[config.mk]
export PLATFORM = sky130hd
export DESIGN_NAME = json_string_escaper_unit
export DESIGN_NICKNAME = d
export VERILOG_FILES = /design/src/design/jse_pkg.sv /design/src/design/jse_front.sv /design/src/design/jse_queue.sv /design/src/design/jse_back.sv /design/src/design/json_string_escaper_unit.sv
export SDC_FILE = /design/constraint.sdc
export NUM_CORES = 1
export LEC_CHECK = 0
export ABC_AREA = 1
export ABC_CLOCK_PERIOD_IN_PS = 6100
export BUFFER_PORTS_ARGS = -buffer_cell sky130_fd_sc_hd__buf_2
export CORE_ASPECT_RATIO = 0.8
export CORE_UTILIZATION = 55
export DETAILED_ROUTE_END_ITERATION = 10
export GPL_TIMING_DRIVEN = 0
export PLACE_DENSITY = 0.7
export RECOVER_POWER = 25
export SLEW_MARGIN = 40
export SYNTH_ARGS = -nofsm -noshare
export SYNTH_HDL_FRONTEND = slang
export SYNTH_SLANG_ARGS = --single-unit
[constraint.sdc]
create_clock -name clk_i -period 6.1 [get_ports clk_i]
set_input_delay 0.305 -clock clk_i [delete_from_list [all_inputs] [get_ports clk_i]]
set_output_delay 0.305 -clock clk_i [all_outputs]
set_load 0.01 [all_outputs]
[src/design/jse_pkg.sv]
// shared types, constants and character helpers of the json string escaper
package jse_pkg;

  localparam int unsigned QUEUE_DEPTH = 2;

  localparam logic [7:0] CH_QUOTE  = 8'h22;
  localparam logic [7:0] CH_BSLASH = 8'h5c;
  localparam logic [7:0] CH_U      = 8'h75;
  localparam logic [7:0] CH_ZERO   = 8'h30;
  localparam logic [7:0] CH_TWO    = 8'h32;
  localparam logic [7:0] CH_EIGHT  = 8'h38;
  localparam logic [7:0] CH_NINE   = 8'h39;
  localparam logic [7:0] CH_HEX_AF = 8'h57;
  localparam logic [7:0] CTRL_MAX  = 8'h1f;
  localparam logic [7:0] BYTE_E2   = 8'he2;
  localparam logic [7:0] BYTE_80   = 8'h80;
  localparam logic [7:0] BYTE_A8   = 8'ha8;
  localparam logic [7:0] BYTE_A9   = 8'ha9;

  localparam logic [1:0] HOLD_NONE  = 2'd0;
  localparam logic [1:0] HOLD_E2    = 2'd1;
  localparam logic [1:0] HOLD_E2_80 = 2'd2;

  localparam int unsigned NUM_SLOTS = 12;
  localparam int unsigned SLOT_W    = 4;
  localparam logic [SLOT_W-1:0] SLOT_OPEN  = 4'd0;
  localparam logic [SLOT_W-1:0] SLOT_PRE0  = 4'd1;
  localparam logic [SLOT_W-1:0] SLOT_PRE1  = 4'd2;
  localparam logic [SLOT_W-1:0] SLOT_BODY  = 4'd3;
  localparam logic [SLOT_W-1:0] SLOT_POST0 = 4'd9;
  localparam logic [SLOT_W-1:0] SLOT_POST1 = 4'd10;
  localparam logic [SLOT_W-1:0] SLOT_CLOSE = 4'd11;

  typedef enum logic [2:0] {
    BODY_NONE  = 3'd0,
    BODY_PLAIN = 3'd1,
    BODY_SHORT = 3'd2,
    BODY_UHEX  = 3'd3,
    BODY_ULS   = 3'd4
  } body_e;

  typedef struct packed {
    logic [7:0] char_code;
    logic       first_char;
    logic       final_char;
    logic       no_char;
  } in_item_t;

  typedef struct packed {
    logic [7:0] out_char;
    logic       last_of_run;
  } out_item_t;

  // one accepted item, reduced to the pieces that the back end expands
  typedef struct packed {
    logic       open;
    logic [1:0] pre_flush;
    body_e      body;
    logic [7:0] body_byte;
    logic [1:0] post_flush;
    logic       close;
  } plan_t;

  typedef struct packed {
    logic full;
    logic empty;
  } q_stat_t;

  function automatic logic [7:0] short_char(input logic [7:0] c);
    logic [7:0] s;
    case (c)
      8'h5c: s = CH_BSLASH;
      8'h22: s = CH_QUOTE;
      8'h08: s = 8'h62;
      8'h0c: s = 8'h66;
      8'h0a: s = 8'h6e;
      8'h0d: s = 8'h72;
      8'h09: s = 8'h74;
      default: s = 8'h00;
    endcase
    return s;
  endfunction

  function automatic logic [7:0] hex_digit(input logic [3:0] n);
    logic [7:0] d;
    if (n < 4'd10) begin
      d = CH_ZERO + {4'd0, n};
    end else begin
      d = CH_HEX_AF + {4'd0, n};
    end
    return d;
  endfunction

  function automatic logic [2:0] body_len(input body_e kind);
    logic [2:0] len;
    case (kind)
      BODY_PLAIN: len = 3'd1;
      BODY_SHORT: len = 3'd2;
      BODY_UHEX:  len = 3'd6;
      BODY_ULS:   len = 3'd6;
      default:    len = 3'd0;
    endcase
    return len;
  endfunction

  function automatic logic [7:0] body_char(input body_e kind, input logic [7:0] b,
                                           input logic [2:0] idx);
    logic [7:0] ch;
    ch = b;
    case (kind)
      BODY_SHORT: begin
        if (idx == 3'd0) begin
          ch = CH_BSLASH;
        end
      end
      BODY_UHEX: begin
        case (idx)
          3'd0: ch = CH_BSLASH;
          3'd1: ch = CH_U;
          3'd2: ch = CH_ZERO;
          3'd3: ch = CH_ZERO;
          3'd4: ch = hex_digit(b[7:4]);
          default: ch = hex_digit(b[3:0]);
        endcase
      end
      BODY_ULS: begin
        case (idx)
          3'd0: ch = CH_BSLASH;
          3'd1: ch = CH_U;
          3'd2: ch = CH_TWO;
          3'd3: ch = CH_ZERO;
          3'd4: ch = CH_TWO;
          default: ch = (b == BYTE_A8) ? CH_EIGHT : CH_NINE;
        endcase
      end
      default: ch = b;
    endcase
    return ch;
  endfunction

endpackage

[src/design/jse_front.sv]
// front end: accepts bytes, tracks held utf-8 prefixes and builds one plan per item
module jse_front (
  input  logic               clk_i,
  input  logic               rst_ni,
  input  logic               in_valid_i,
  output logic               in_ready_o,
  input  jse_pkg::in_item_t  in_data_i,
  input  logic               cfg_valid_i,
  output logic               cfg_ready_o,
  input  logic               cfg_data_i,
  input  jse_pkg::q_stat_t   q_stat_i,
  output logic               push_o,
  output jse_pkg::plan_t     plan_o
);
  import jse_pkg::*;

  logic [1:0] hold_q, hold_d;
  logic       enable_q;
  logic       accept;
  logic [1:0] hs;
  logic       done;
  logic [7:0] sc;
  plan_t      plan;

  assign in_ready_o  = !q_stat_i.full;
  assign cfg_ready_o = 1'b1;
  assign accept      = in_valid_i && in_ready_o;

  always_comb begin
    hs   = (hold_q == HOLD_E2 || hold_q == HOLD_E2_80) ? hold_q : HOLD_NONE;
    done = 1'b0;
    sc   = short_char(in_data_i.char_code);
    plan = '{open: 1'b0, pre_flush: 2'd0, body: BODY_NONE, body_byte: in_data_i.char_code,
             post_flush: 2'd0, close: 1'b0};
    if (in_data_i.first_char) begin
      plan.open = 1'b1;
      hs        = HOLD_NONE;
    end
    if (!in_data_i.no_char) begin
      if (hs == HOLD_E2_80) begin
        if (in_data_i.char_code == BYTE_A8 || in_data_i.char_code == BYTE_A9) begin
          plan.body = BODY_ULS;
          done      = 1'b1;
        end else begin
          plan.pre_flush = 2'd2;
        end
        hs = HOLD_NONE;
      end else if (hs == HOLD_E2) begin
        if (in_data_i.char_code == BYTE_80) begin
          hs   = HOLD_E2_80;
          done = 1'b1;
        end else begin
          plan.pre_flush = 2'd1;
          hs             = HOLD_NONE;
        end
      end
      if (!done) begin
        if (in_data_i.char_code == BYTE_E2) begin
          hs = HOLD_E2;
        end else if (sc != 8'h00) begin
          plan.body      = BODY_SHORT;
          plan.body_byte = sc;
        end else if (in_data_i.char_code <= CTRL_MAX) begin
          plan.body = BODY_UHEX;
        end else begin
          plan.body = BODY_PLAIN;
        end
      end
    end
    if (in_data_i.final_char) begin
      plan.post_flush = hs;
      plan.close      = 1'b1;
      hs              = HOLD_NONE;
    end
    hold_d = hold_q;
    push_o = 1'b0;
    if (accept) begin
      if (enable_q) begin
        hold_d = hs;
        push_o = plan.open || (plan.pre_flush != 2'd0) || (plan.body != BODY_NONE) ||
                 (plan.post_flush != 2'd0) || plan.close;
      end else begin
        hold_d = HOLD_NONE;
      end
    end
  end

  assign plan_o = plan;

  always_ff @(posedge clk_i or negedge rst_ni) begin
    if (!rst_ni) begin
      hold_q   <= HOLD_NONE;
      enable_q <= 1'b1;
    end else begin
      hold_q <= hold_d;
      if (cfg_valid_i && cfg_ready_o) begin
        enable_q <= cfg_data_i;
      end
    end
  end

endmodule

[src/design/jse_queue.sv]
// short plan queue between the front and back ends
module jse_queue #(
  parameter int unsigned Depth = jse_pkg::QUEUE_DEPTH
) (
  input  logic              clk_i,
  input  logic              rst_ni,
  input  logic              push_i,
  input  jse_pkg::plan_t    plan_i,
  input  logic              pop_i,
  output jse_pkg::plan_t    head_o,
  output jse_pkg::q_stat_t  stat_o
);
  import jse_pkg::*;

  localparam int unsigned PtrW = (Depth > 1) ? $clog2(Depth) : 1;
  localparam int unsigned CntW = $clog2(Depth + 1);

  plan_t            mem_q [Depth];
  logic [PtrW-1:0]  wr_ptr_q, wr_ptr_d, rd_ptr_q, rd_ptr_d;
  logic [CntW-1:0]  cnt_q, cnt_d;
  logic             do_push, do_pop;

  assign stat_o.full  = (cnt_q == CntW'(Depth));
  assign stat_o.empty = (cnt_q == '0);
  assign do_push      = push_i && !stat_o.full;
  assign do_pop       = pop_i && !stat_o.empty;
  assign head_o       = mem_q[rd_ptr_q];

  always_comb begin
    wr_ptr_d = wr_ptr_q;
    rd_ptr_d = rd_ptr_q;
    cnt_d    = cnt_q;
    if (do_push) begin
      wr_ptr_d = (wr_ptr_q == PtrW'(Depth - 1)) ? '0 : wr_ptr_q + 1'b1;
    end
    if (do_pop) begin
      rd_ptr_d = (rd_ptr_q == PtrW'(Depth - 1)) ? '0 : rd_ptr_q + 1'b1;
    end
    if (do_push && !do_pop) begin
      cnt_d = cnt_q + 1'b1;
    end else if (do_pop && !do_push) begin
      cnt_d = cnt_q - 1'b1;
    end
  end

  always_ff @(posedge clk_i) begin
    if (do_push) begin
      mem_q[wr_ptr_q] <= plan_i;
    end
  end

  always_ff @(posedge clk_i or negedge rst_ni) begin
    if (!rst_ni) begin
      wr_ptr_q <= '0;
      rd_ptr_q <= '0;
      cnt_q    <= '0;
    end else begin
      wr_ptr_q <= wr_ptr_d;
      rd_ptr_q <= rd_ptr_d;
      cnt_q    <= cnt_d;
    end
  end

endmodule

[src/design/jse_back.sv]
// back end: walks the output slots of the head plan, one character per transfer
module jse_back (
  input  logic               clk_i,
  input  logic               rst_ni,
  input  jse_pkg::plan_t     head_i,
  input  jse_pkg::q_stat_t   q_stat_i,
  output logic               pop_o,
  output logic               out_valid_o,
  input  logic               out_ready_i,
  output jse_pkg::out_item_t out_data_o
);
  import jse_pkg::*;

  logic [SLOT_W-1:0]    pos_q, pos_d, cur;
  logic [NUM_SLOTS-1:0] slot_vec, mask, rest;
  logic [2:0]           blen;
  logic [7:0]           ch;
  logic                 last, load;
  logic                 out_valid_q;
  out_item_t            out_q;

  always_comb begin
    blen     = body_len(head_i.body);
    slot_vec = '0;
    slot_vec[SLOT_OPEN]  = head_i.open;
    slot_vec[SLOT_PRE0]  = (head_i.pre_flush != 2'd0);
    slot_vec[SLOT_PRE1]  = (head_i.pre_flush == 2'd2);
    for (int i = 0; i < 6; i++) begin
      slot_vec[int'(SLOT_BODY) + i] = (3'(i) < blen);
    end
    slot_vec[SLOT_POST0] = (head_i.post_flush != 2'd0);
    slot_vec[SLOT_POST1] = (head_i.post_flush == 2'd2);
    slot_vec[SLOT_CLOSE] = head_i.close;

    mask = slot_vec & ~((NUM_SLOTS'(1) << pos_q) - NUM_SLOTS'(1));
    cur  = '0;
    for (int i = NUM_SLOTS - 1; i >= 0; i--) begin
      if (mask[i]) begin
        cur = SLOT_W'(i);
      end
    end
    rest      = mask;
    rest[cur] = 1'b0;
    last      = (rest == '0);

    case (cur)
      SLOT_OPEN:  ch = CH_QUOTE;
      SLOT_PRE0:  ch = BYTE_E2;
      SLOT_PRE1:  ch = BYTE_80;
      SLOT_POST0: ch = BYTE_E2;
      SLOT_POST1: ch = BYTE_80;
      SLOT_CLOSE: ch = CH_QUOTE;
      default:    ch = body_char(head_i.body, head_i.body_byte, 3'(cur - SLOT_BODY));
    endcase

    load  = !q_stat_i.empty && (!out_valid_q || out_ready_i);
    pop_o = load && last;
    pos_d = pos_q;
    if (load) begin
      pos_d = last ? '0 : cur + 1'b1;
    end
  end

  always_ff @(posedge clk_i) begin
    if (load) begin
      out_q <= '{out_char: ch, last_of_run: last};
    end
  end

  always_ff @(posedge clk_i or negedge rst_ni) begin
    if (!rst_ni) begin
      pos_q       <= '0;
      out_valid_q <= 1'b0;
    end else begin
      pos_q <= pos_d;
      if (load) begin
        out_valid_q <= 1'b1;
      end else if (out_ready_i) begin
        out_valid_q <= 1'b0;
      end
    end
  end

  assign out_valid_o = out_valid_q;
  assign out_data_o  = out_q;

endmodule

[src/design/json_string_escaper_unit.sv]
// top level of the json string escaper
// Takes a string one byte per transfer and emits its quoted, escaped JSON
// form one character per transfer, with last_of_run on the final character
// of each input item. Plain text streams at one byte per cycle while the
// receiver keeps out_ready_i high; an item that expands to n characters
// occupies the output port for n transfers, which is what sets the rate,
// and the input stalls once the plan queue (QueueDepth entries) is full.
// An accepted item goes through the plan queue and then the output register.
// Bytes E2 and E2 80 are held back until the next byte decides; an item with
// no output (a held byte, or any item while output_enable is 0) is not queued.
module json_string_escaper_unit #(
  parameter int unsigned QueueDepth = jse_pkg::QUEUE_DEPTH
) (
  input  logic               clk_i,
  input  logic               rst_ni,
  input  logic               in_valid_i,
  output logic               in_ready_o,
  input  jse_pkg::in_item_t  in_data_i,
  output logic               out_valid_o,
  input  logic               out_ready_i,
  output jse_pkg::out_item_t out_data_o,
  input  logic               cfg_valid_i,
  output logic               cfg_ready_o,
  input  logic               cfg_data_i
);
  import jse_pkg::*;

  logic    push, pop;
  plan_t   plan, head;
  q_stat_t q_stat;

  jse_front u_front (
    .clk_i       (clk_i),
    .rst_ni      (rst_ni),
    .in_valid_i  (in_valid_i),
    .in_ready_o  (in_ready_o),
    .in_data_i   (in_data_i),
    .cfg_valid_i (cfg_valid_i),
    .cfg_ready_o (cfg_ready_o),
    .cfg_data_i  (cfg_data_i),
    .q_stat_i    (q_stat),
    .push_o      (push),
    .plan_o      (plan)
  );

  jse_queue #(
    .Depth (QueueDepth)
  ) u_queue (
    .clk_i  (clk_i),
    .rst_ni (rst_ni),
    .push_i (push),
    .plan_i (plan),
    .pop_i  (pop),
    .head_o (head),
    .stat_o (q_stat)
  );

  jse_back u_back (
    .clk_i       (clk_i),
    .rst_ni      (rst_ni),
    .head_i      (head),
    .q_stat_i    (q_stat),
    .pop_o       (pop),
    .out_valid_o (out_valid_o),
    .out_ready_i (out_ready_i),
    .out_data_o  (out_data_o)
  );

  a_pop_nonempty: assert property (@(posedge clk_i) disable iff (!rst_ni)
    pop |-> !q_stat.empty)
    else $error("pop from empty plan queue");

  a_pop_marks_last: assert property (@(posedge clk_i) disable iff (!rst_ni)
    pop |=> out_valid_o && out_data_o.last_of_run)
    else $error("plan retired without last_of_run on its final character");

  a_out_from_queue: assert property (@(posedge clk_i) disable iff (!rst_ni)
    $rose(out_valid_o) |-> $past(!q_stat.empty))
    else $error("output appeared with no queued plan");

endmodule

==> metrics.txt <==
FF-to-FF setup slack=1470 ps; Vias/cell=5.34; Placer Congestion=0.926; Layout Nets=570; TritonCTS clock tree=yes; # rows=27; GRT Overall Usage=24.0%; drt drc=0; RSZ-0062 raised after global routing=false; critical setup path kind=reg2reg; Place WS=1520 ps; Yosys Warn Count=0; wire length per cell=13.2 microns; io pins=29; Post-DRT Antenna Nets=0; Yosys cell types=45; pwr dens=601 nW/um^2; RR Endpoint=u_back.out_data_o[5]; final hold vios=0; drt total wl=8260 microns; Hold Path Cell Cnt=2; HP Class=in2reg; GRT overflow=0; CP Data Required Time=6170 ps; crit path time final=4630 ps; first-pass GRT wire length=14000 microns; Area growth syn-to-layout=9.00%; Synth Register Bits=55; clk_lat worst skew=310 ps; Pre-antenna DRT Iters=4; dpl cells=617; Post-Syn Area=3930 sq um; clk_skew=12.7 ps; Least-Margin Pin Slew=678 ps; total number of vias=3342; CP Capture Point=u_back.out_data_o[5]; crit start category=register; Die Width=96.5 microns; HPWL Detailed=6540 microns; Die ar.=7490 sq um; Layout Cells excl Fill=626; WP data arrival=4700 ps; largest net degree at the start of global routing=21; CP max stage cell=dfrtp_1; Pleak=2.03 nW; Post-Syn Nets=535; endpoints failing setup=0; Slew HR=54.8%; Fin Setup TNS=0 ps; # diodes=0; layout cells sized above 1=15.0%; cell count after synthesis=503; Worst R2R Start=u_back.pos_q[2]; slack of the critical path=1470 ps; clock sink count=55; average size of a mapped cell=7.82 sq um; vias in the first global route=3144; root buffer cell=clkbuf_8; critical path's most frequent cell=nand2_1; IR drop worst, VDD=0.000224 V; Port Buffers=27; fmax=0.216 GHz; Worst setup EP type=register; sequential area share after synthesis=40.5%; CP Max Fanout=7; Die H=77.6 microns; Max clock buf depth=2; Starting DRT DRC Count=169; outcome=complete, no violations; fin. max-slew vios=0; number of buffers created by CTS=5; # Max-Cap Violations=0; crit-path max cell delay=490 ps; Clock transition at path regs=110 ps; Tcrit/Tclk final=76.0%; Core Box Area=6890 sq um; H-tree depth=2; Setup Buffers After CTS=0; Critical Path Source=u_back.pos_q[2]; R2R depth=30; initial antenna violation count=0; Initial Utilization=57.1%
flip-flops by register name, indices dropped and copies added (netlist names):
register,flops
u_queue.mem_q,34
u_queue.rd_ptr_q,1
u_back.out_data_o,9
u_queue.cnt_q,2
u_front.enable_q,1
u_queue.wr_ptr_q,1
u_back.pos_q,4
u_front.hold_q,2
u_back.out_valid_o,1
power by group:
part           leakage, nW  switching [W]  internal [W]
sequential           0.546      0.0000501      0.000542
clock               0.0515       0.000134     0.0000868
combinational         1.43        0.00121      0.000552
worst min path at each step:
stage,endpoint,start
after floorplan,u_back.out_valid_o,rst_ni
after global placement,u_back.pos_q[1],rst_ni
after detailed placement,u_back.pos_q[0],rst_ni
after CTS,u_front.enable_q,cfg_valid_i
after global routing,u_front.enable_q,cfg_valid_i
final,u_front.enable_q,cfg_valid_i
synth_stat cells, drive strengths merged:
cell type,number,area (sq um)
a2111oi,1,8.76
a21oi,17,85.1
a311oi,1,8.76
a31oi,3,18.8
buf,4,31.3
clkbuf,1,3.75
clkinv,2,7.51
conb,1,3.75
dfrtp,11,275
dfstp,1,26.3
edfxtp,43,1290
ha,15,188
inv,88,343
nand2,135,614
nand3,44,303
nand4,4,40.0
nor2,61,259
nor3,12,65.1
nor3b,2,15.0
nor4,3,18.8
o211ai,2,15.0
o21ai,33,173
o21bai,2,18.8
o221ai,1,8.76
o22ai,7,43.8
o31ai,1,7.51
o32ai,1,8.76
or2,4,25.0
xnor2,2,17.5
xor2,1,8.76
critical path, delay by kind of cell (launching register included):
kind            cells  cell delay [ps]
compound gates      4              770
buf+inv             5              440
simple gates       18             1890
fa+ha+maj           3              810
flops               1              490
layout make-up:
type	count	area (sq um)
inverter	90	350
buffer	5	35.0
clock buffer	5	68.8
sequential	55	1590
fill	643	2610
clock inverter	3	33.8
timing repair buffer	28	128
tap	87	109
multi-input combinational	353	1970
timing repair:
action,CTS,global route
gates resized for setup,0,0
hold endpoints to repair,11,0
hold buffers,1,0
through the flow:
step | total power (W) | utilization, % | area [sq um] | hold slack, ps
2_1_floorplan | 0.00196 | - | 3930 | 9.41
3_3_place_gp | 0.00232 | 60.6 | 4180 | 196
3_5_place_dp | 0.00236 | 60.7 | 4190 | 203
4_1_cts | 0.00257 | 62.4 | 4300 | 143
5_1_grt | 0.00283 | 62.2 | 4290 | 132
6_report | 0.00258 | 62.2 | 4290 | 144
cell families (layout without fill, tap and decap cells):
kind of cell             after synthesis  after routing  synth area share (%)
AND/OR/NAND/NOR                      265            265                  34.1
XOR/XNOR                               3              3                 0.668
buffers and inverters                 95            131                  9.80
flip-flops                            55             55                  40.5
adder cells (fa/ha/maj)               15             15                  4.77
AO/OA/AOI/OAI                         69             69                  10.1
other                                  1              1                0.0954
cell usage in the layout, fill, tap and decap left out, types with 2 or more instances in the layout:
cell	synthesis	final
a21oi_1	17	17
a31oi_1	3	3
buf_2	1	14
buf_4	2	2
clkbuf_1	1	15
clkbuf_8	0	5
clkinv_1	2	2
dfrtp_1	11	11
edfxtp_1	43	43
ha_1	15	15
inv_1	78	78
inv_2	9	9
nand2_1	116	116
nand2_2	7	7
nand2_4	12	12
nand3_1	35	35
nand3_2	4	4
nand3_4	5	5
nand4_1	3	3
nor2_1	55	53
nor2_2	3	3
nor2_4	3	5
nor3_1	11	11
nor3b_1	2	2
nor4_1	3	3
o211ai_1	2	2
o21ai_0	23	23
o21ai_1	8	8
o21ai_2	2	2
o22ai_1	7	7
or2_2	4	4
xnor2_1	2	2
metal layers:
layer / GRT usage, % / vias to the layer above / wire [microns]
li1: - / 1709 / -
met3: 3.73 / 8 / 452
met5: 0 / - / 0
met1: 34.0 / 1525 / 3890
met4: 5.74 / 0 / 85
met2: 38.5 / 100 / 3830
Note: power is estimated with default switching activity, not from simulation.
